`config.mk`:
```
export PLATFORM = sky130hd
export DESIGN_NAME = mseu_ram
export DESIGN_NICKNAME = d
export VERILOG_FILES = /design/src/rtl/mseu_ram.sv
export SDC_FILE = /design/constraint.sdc
export NUM_CORES = 1
export LEC_CHECK = 0
export BUFFER_PORTS_ARGS = -buffer_cell sky130_fd_sc_hd__buf_2
export CORE_MARGIN = 3
export CORE_UTILIZATION = 30
export CTS_BUF_LIST = sky130_fd_sc_hd__clkbuf_4
export CTS_CLUSTER_DIAMETER = 150
export DETAILED_ROUTE_END_ITERATION = 6
export GPL_TIMING_DRIVEN = 0
export PLACE_DENSITY = 0.46
export SLEW_MARGIN = 10
export SYNTH_ARGS = -nofsm -noshare
export SYNTH_HDL_FRONTEND = slang
export SYNTH_SLANG_ARGS = --single-unit
export TNS_END_PERCENT = 20
```
`constraint.sdc`:
```
create_clock -name clk_i -period 4.9 [get_ports clk_i]
set_input_delay 0.735 -clock clk_i [delete_from_list [all_inputs] [get_ports clk_i]]
set_output_delay 0.735 -clock clk_i [all_outputs]
set_load 0.05 [all_outputs]
```
`src/rtl/mseu_ram.sv`:
```
module mseu_ram #(
  parameter int Width = 32,
  parameter int Depth = 32
) (
  input  logic                                  clk_i,
  input  logic                                  we_i,
  input  logic [((Depth > 1) ? $clog2(Depth) : 1)-1:0] waddr_i,
  input  logic [Width-1:0]                      wdata_i,
  input  logic [((Depth > 1) ? $clog2(Depth) : 1)-1:0] raddr_i,
  output logic [Width-1:0]                      rdata_o
);

  logic [Width-1:0] mem_q [Depth];
  logic [Width-1:0] rdata_q;

  // read before write on a shared address
  always_ff @(posedge clk_i) begin
    if (we_i) begin
      mem_q[waddr_i] <= wdata_i;
    end
    rdata_q <= mem_q[raddr_i];
  end

  assign rdata_o = rdata_q;

endmodule

```
Word-level counts from Yosys, hierarchy flattened
Memories as Yosys holds them, arrays and structs flattened. A register that Yosys moved wholly into a read port is not among the register bits.
Index checks and enable logic that the tools add are counted.
- bits in registers: 0
- bits in writable memories: 1024
- bits of input ports: 44
- output and inout port bits: 32
- logic and storage cells: 3
- memories: 1
- memories (name ; depth ; bits a word ; rd ports ; clocked after memory_dff ; write ports ; line ; RTL):
    mem_q ; 32 ; 32 ; 1 ; 1 ; 1 ; 13 ; logic [Width-1:0] mem_q [Depth];
- muxes and demuxes: 2
- operators by type and width (operator ; count):
    two-way mux 1 bit ; 2

Longest topological paths before layout
- word-level depth: 2
- depth in mapped cells: 8
- depth with buffers taken out: 5

Worst setup path after synthesis
Ideal clock, no wire load.
- kind: input-to-reg
- start: input port waddr_i[1] in the netlist's numbering
- end: memory mem_q[12][0] (enable)
- setup time: 0.421 ns
- arrival: 2.748 ns
- data required time: 4.479 ns
- setup slack: 1.731 ns
- stages on the path: 3
- buffers on the path: 1
- path through: or3b_2 clkbuf_1 nor2_1
- RTL lines (item ; line ; RTL):
    start, declared ; 7 ; input logic [((Depth > 1) ? $clog2(Depth) : 1)-1:0] waddr_i,
    end, declared ; 13 ;
No word-level cell before the write port.

Worst setup path in the final report
- start: register rdata_q[12] (netlist: rdata_o[12]), read port of mem_q
- end: output port rdata_o[12]
- RTL lines (item ; line ; RTL):
    start, declared ; 14 ; logic [Width-1:0] rdata_q;
    end, declared ; 10 ; output logic [Width-1:0] rdata_o
No word-level cell between the ends.

==> results.yml <==
outcome:
  outcome: "finished clean"
layout:
  layout_common_cells: "1024 x edfxtp_1, 512 x mux2i_1, 421 x clkbuf_4"
  nNetsFinal: 2722
  regArea_mm2: 0.03139
  nFillCells: 12730
  drive_gt1_frac: 0.2284
  area_growth_pct: 17.63
  stdcell_count: 4639
  multiInputGateArea_mm2: 0.008582
  final_area_mm2: 0.04762
  layout_commonest_cell: "edfxtp_1"
worst_hold_path:
  min_from: "wdata_i[2]"
  min_to: "mem_q[16][2]$_DFFE_PP_"
  hp-class: "in2reg"
  whs_path_depth: 1
sta:
  rsz0062_at_grt: "no"
  finClkSkew_ns: 0.06726
  setup_viol: 0
  tightest_slew_ns: 1.077
  drv_slew: 0
  final-hold-violation-count: 0
  max_freq_ghz: 0.3871
  min_period_ns: 2.583
  relSlewSlack: 0.2821
  period_share: 0.5272
die:
  die_h_um: 373.4
  die_area_mm2: 0.1394
  io_pins: 76
  die_w_um: 373.4
  std_cell_rows: 134
  core-area_mm2: 0.1338
  start_util: 0.3026
drt:
  wire_per_inst_um: 23.59
  via_count: 21980
  drtIter0Drc: 1697
  routed_wl_um: 109400
  via_per_inst: 4.737
  drc_errors: 0
  detail-route-antenna-nets: 0
  dr.pass1.iters: 5
worst_setup_path:
  rr_worst_depth: 5
  slowest_stage: "dfxtp_1"
  arrival_ns: 1.85
  cp_max_fo: 1
  crit_path_end_kind: "primary output"
  reg2reg_slack_ns: 2.97
  crit_chain: "buf_2"
  crit_required_ns: 4.16
  critical_path_class: "reg2out"
  worstReg2RegEnd: "rdata_o[13]$_DFF_P_"
  regToRegStartpoint: "mem_q[7][13]$_DFFE_PP_"
  cp.buffers_inverters: 1
  cp_top_family: "flip-flops"
  worst_path_largest_cell_delay_ns: 0.40
  start_kind: "flop"
logic_synthesis:
  synth-warning-count: 0
  synth.largest_area_cell: "edfxtp_1"
  synth-seq-cells: 1056
  post_synth_num_cell_types: 25
  ys_seq_area_frac: 0.7754
  synth_area_leaders: "edfxtp_1 76%, mux2i_1 13%, a22oi_1 1.8%"
  syn_avg_cell_area_um2: 17.91
  synth_top_area_share: 0.7595
  synthesis.area_mm2: 0.04049
  syn_inst: 2260
  syn_nets: 2304
placed_design:
  dpl_cell_area_mm2: 0.04401
  placed_cells: 4135
  portBuffers: 74
  gp_congestion: 0.7471
  hpwl_um: 72220
clock_tree:
  clockBufferDepth: 4
  cts_root_buf: "clkbuf_4"
  cts_resized: 0
  clk_pin_slew_worst_paths_ns: 0.07
  cts_tree: "done"
  cts.sinks: 1056
  clkLatencyLatePin_ns: 1.16
  cts.repair_timing.setup_buffer_count: 0
  holdBufCountCts: 15
  htree_levels: 5
  cts_made_buffers: 294
pwr:
  seqPwrFrac: 0.539
  p_sw_uw: 4319
  leakage_uw: 0.01673
  combPwrFrac: 0.063
  power_switching_share: 0.2310
  p_int_uw: 14380
  power_density_mw_per_mm2: 392.6
  clkPwrFrac: 0.398
  peakVddDrop_v: 0.0002377
global_route:
  grt_max_degree: 33
  grtUsageTotal: 0.1559
  grt_pass1_vias: 23360
  antenna_found_initial: 8
  grt_pass1_wl_um: 156900
  grt_overflow: 0
job:
  cap_violations: 0
[cell type report]
cell class | count | area share
clock inverter | 63 | 0.006358
sequential | 1056 | 0.6592
timing repair buffer | 122 | 0.02559
antenna | 7 | 0.0003678
clock buffer | 419 | 0.06605
multi-input combinational | 1077 | 0.1802
tap | 1768 | 0.04645
buffer | 127 | 0.01582
[state kept, by name (all words and copies together), names as in the netlist]
| name | count |
|---|---|
| rdata_o | 32 |
| mem_q | 1024 |
[stage by stage]
stage	TNS [ns]	setup slack (ns)	util	power (uW)	hold slack, ns
after floorplan	0	1.731	-	10910	0.5529
after global placement	-17.37	-0.2495	0.3219	11410	0.6139
after detailed placement	0	1.460	0.3289	11450	0.5951
after CTS	0	2.179	0.3558	19010	0.002084
after global routing	0	2.180	0.3558	19590	0.03275
final	0	2.317	0.3559	18690	0.1392
[how the worst max path moves through the flow]
stage	from	cells after the start	endpoint
after global placement	waddr_i[1]	4	mem_q[16][16]$_DFFE_PP_
final	rdata_o[12]$_DFF_P_	1	rdata_o[12]
after global routing	rdata_o[11]$_DFF_P_	1	rdata_o[11]
after detailed placement	raddr_i[3]	7	rdata_o[13]$_DFF_P_
after CTS	rdata_o[12]$_DFF_P_	1	rdata_o[12]
after floorplan	waddr_i[1]	3	mem_q[12][0]$_DFFE_PP_
[power by group through the flow]
| stage | logic, uW | clock network, uW | registers (uW) |
|---|---|---|---|
| global placement | 1140 | 0 | 10300 |
| floorplan | 519 | 0 | 10400 |
| global route | 1250 | 8260 | 10100 |
| CTS | 1190 | 7740 | 10100 |
| detailed placement | 1180 | 0 | 10300 |
| finish | 1170 | 7450 | 10100 |
[per-layer routing]
layer  GRT usage  up-vias  wire (um)
li1            -    10010          -
met1      0.1961    11210      46670
met2      0.2642      611      54840
met3     0.03896      135       6160
met4     0.04863        8       1693
met5           0        -         53
[synth_stat cells]
| cell type | number |
|---|---|
| buf_4 | 33 |
| or3b_2 | 3 |
| and2_1 | 1 |
| nor2_1 | 34 |
| nand3b_1 | 5 |
| dfxtp_1 | 32 |
| nand2_1 | 98 |
| and2b_1 | 1 |
| clkbuf_4 | 2 |
| nor3_1 | 32 |
| nand3_1 | 98 |
| a31oi_1 | 32 |
| a22o_1 | 64 |
| nand2b_1 | 2 |
| a22oi_1 | 96 |
| buf_6 | 15 |
| mux2i_1 | 512 |
| a21oi_1 | 96 |
| or2_2 | 1 |
| nor2b_1 | 1 |
| clkbuf_1 | 46 |
| buf_1 | 5 |
| edfxtp_1 | 1024 |
| buf_2 | 26 |
| or3_1 | 1 |
[logic make-up (layout without fill, tap and decap cells)]
kind of cell / count (synthesis) / in the layout / synth area share
DFF: 1056 / 1056 / 0.7753
buffers and inverters: 127 / 731 / 0.01860
and+or+nand+nor: 277 / 277 / 0.03100
other: 0 / 7 / 0
AOI/OAI and AO/OA: 288 / 288 / 0.04846
muxes: 512 / 512 / 0.1266
No activity file was read; power rests on OpenSTA's default activity.
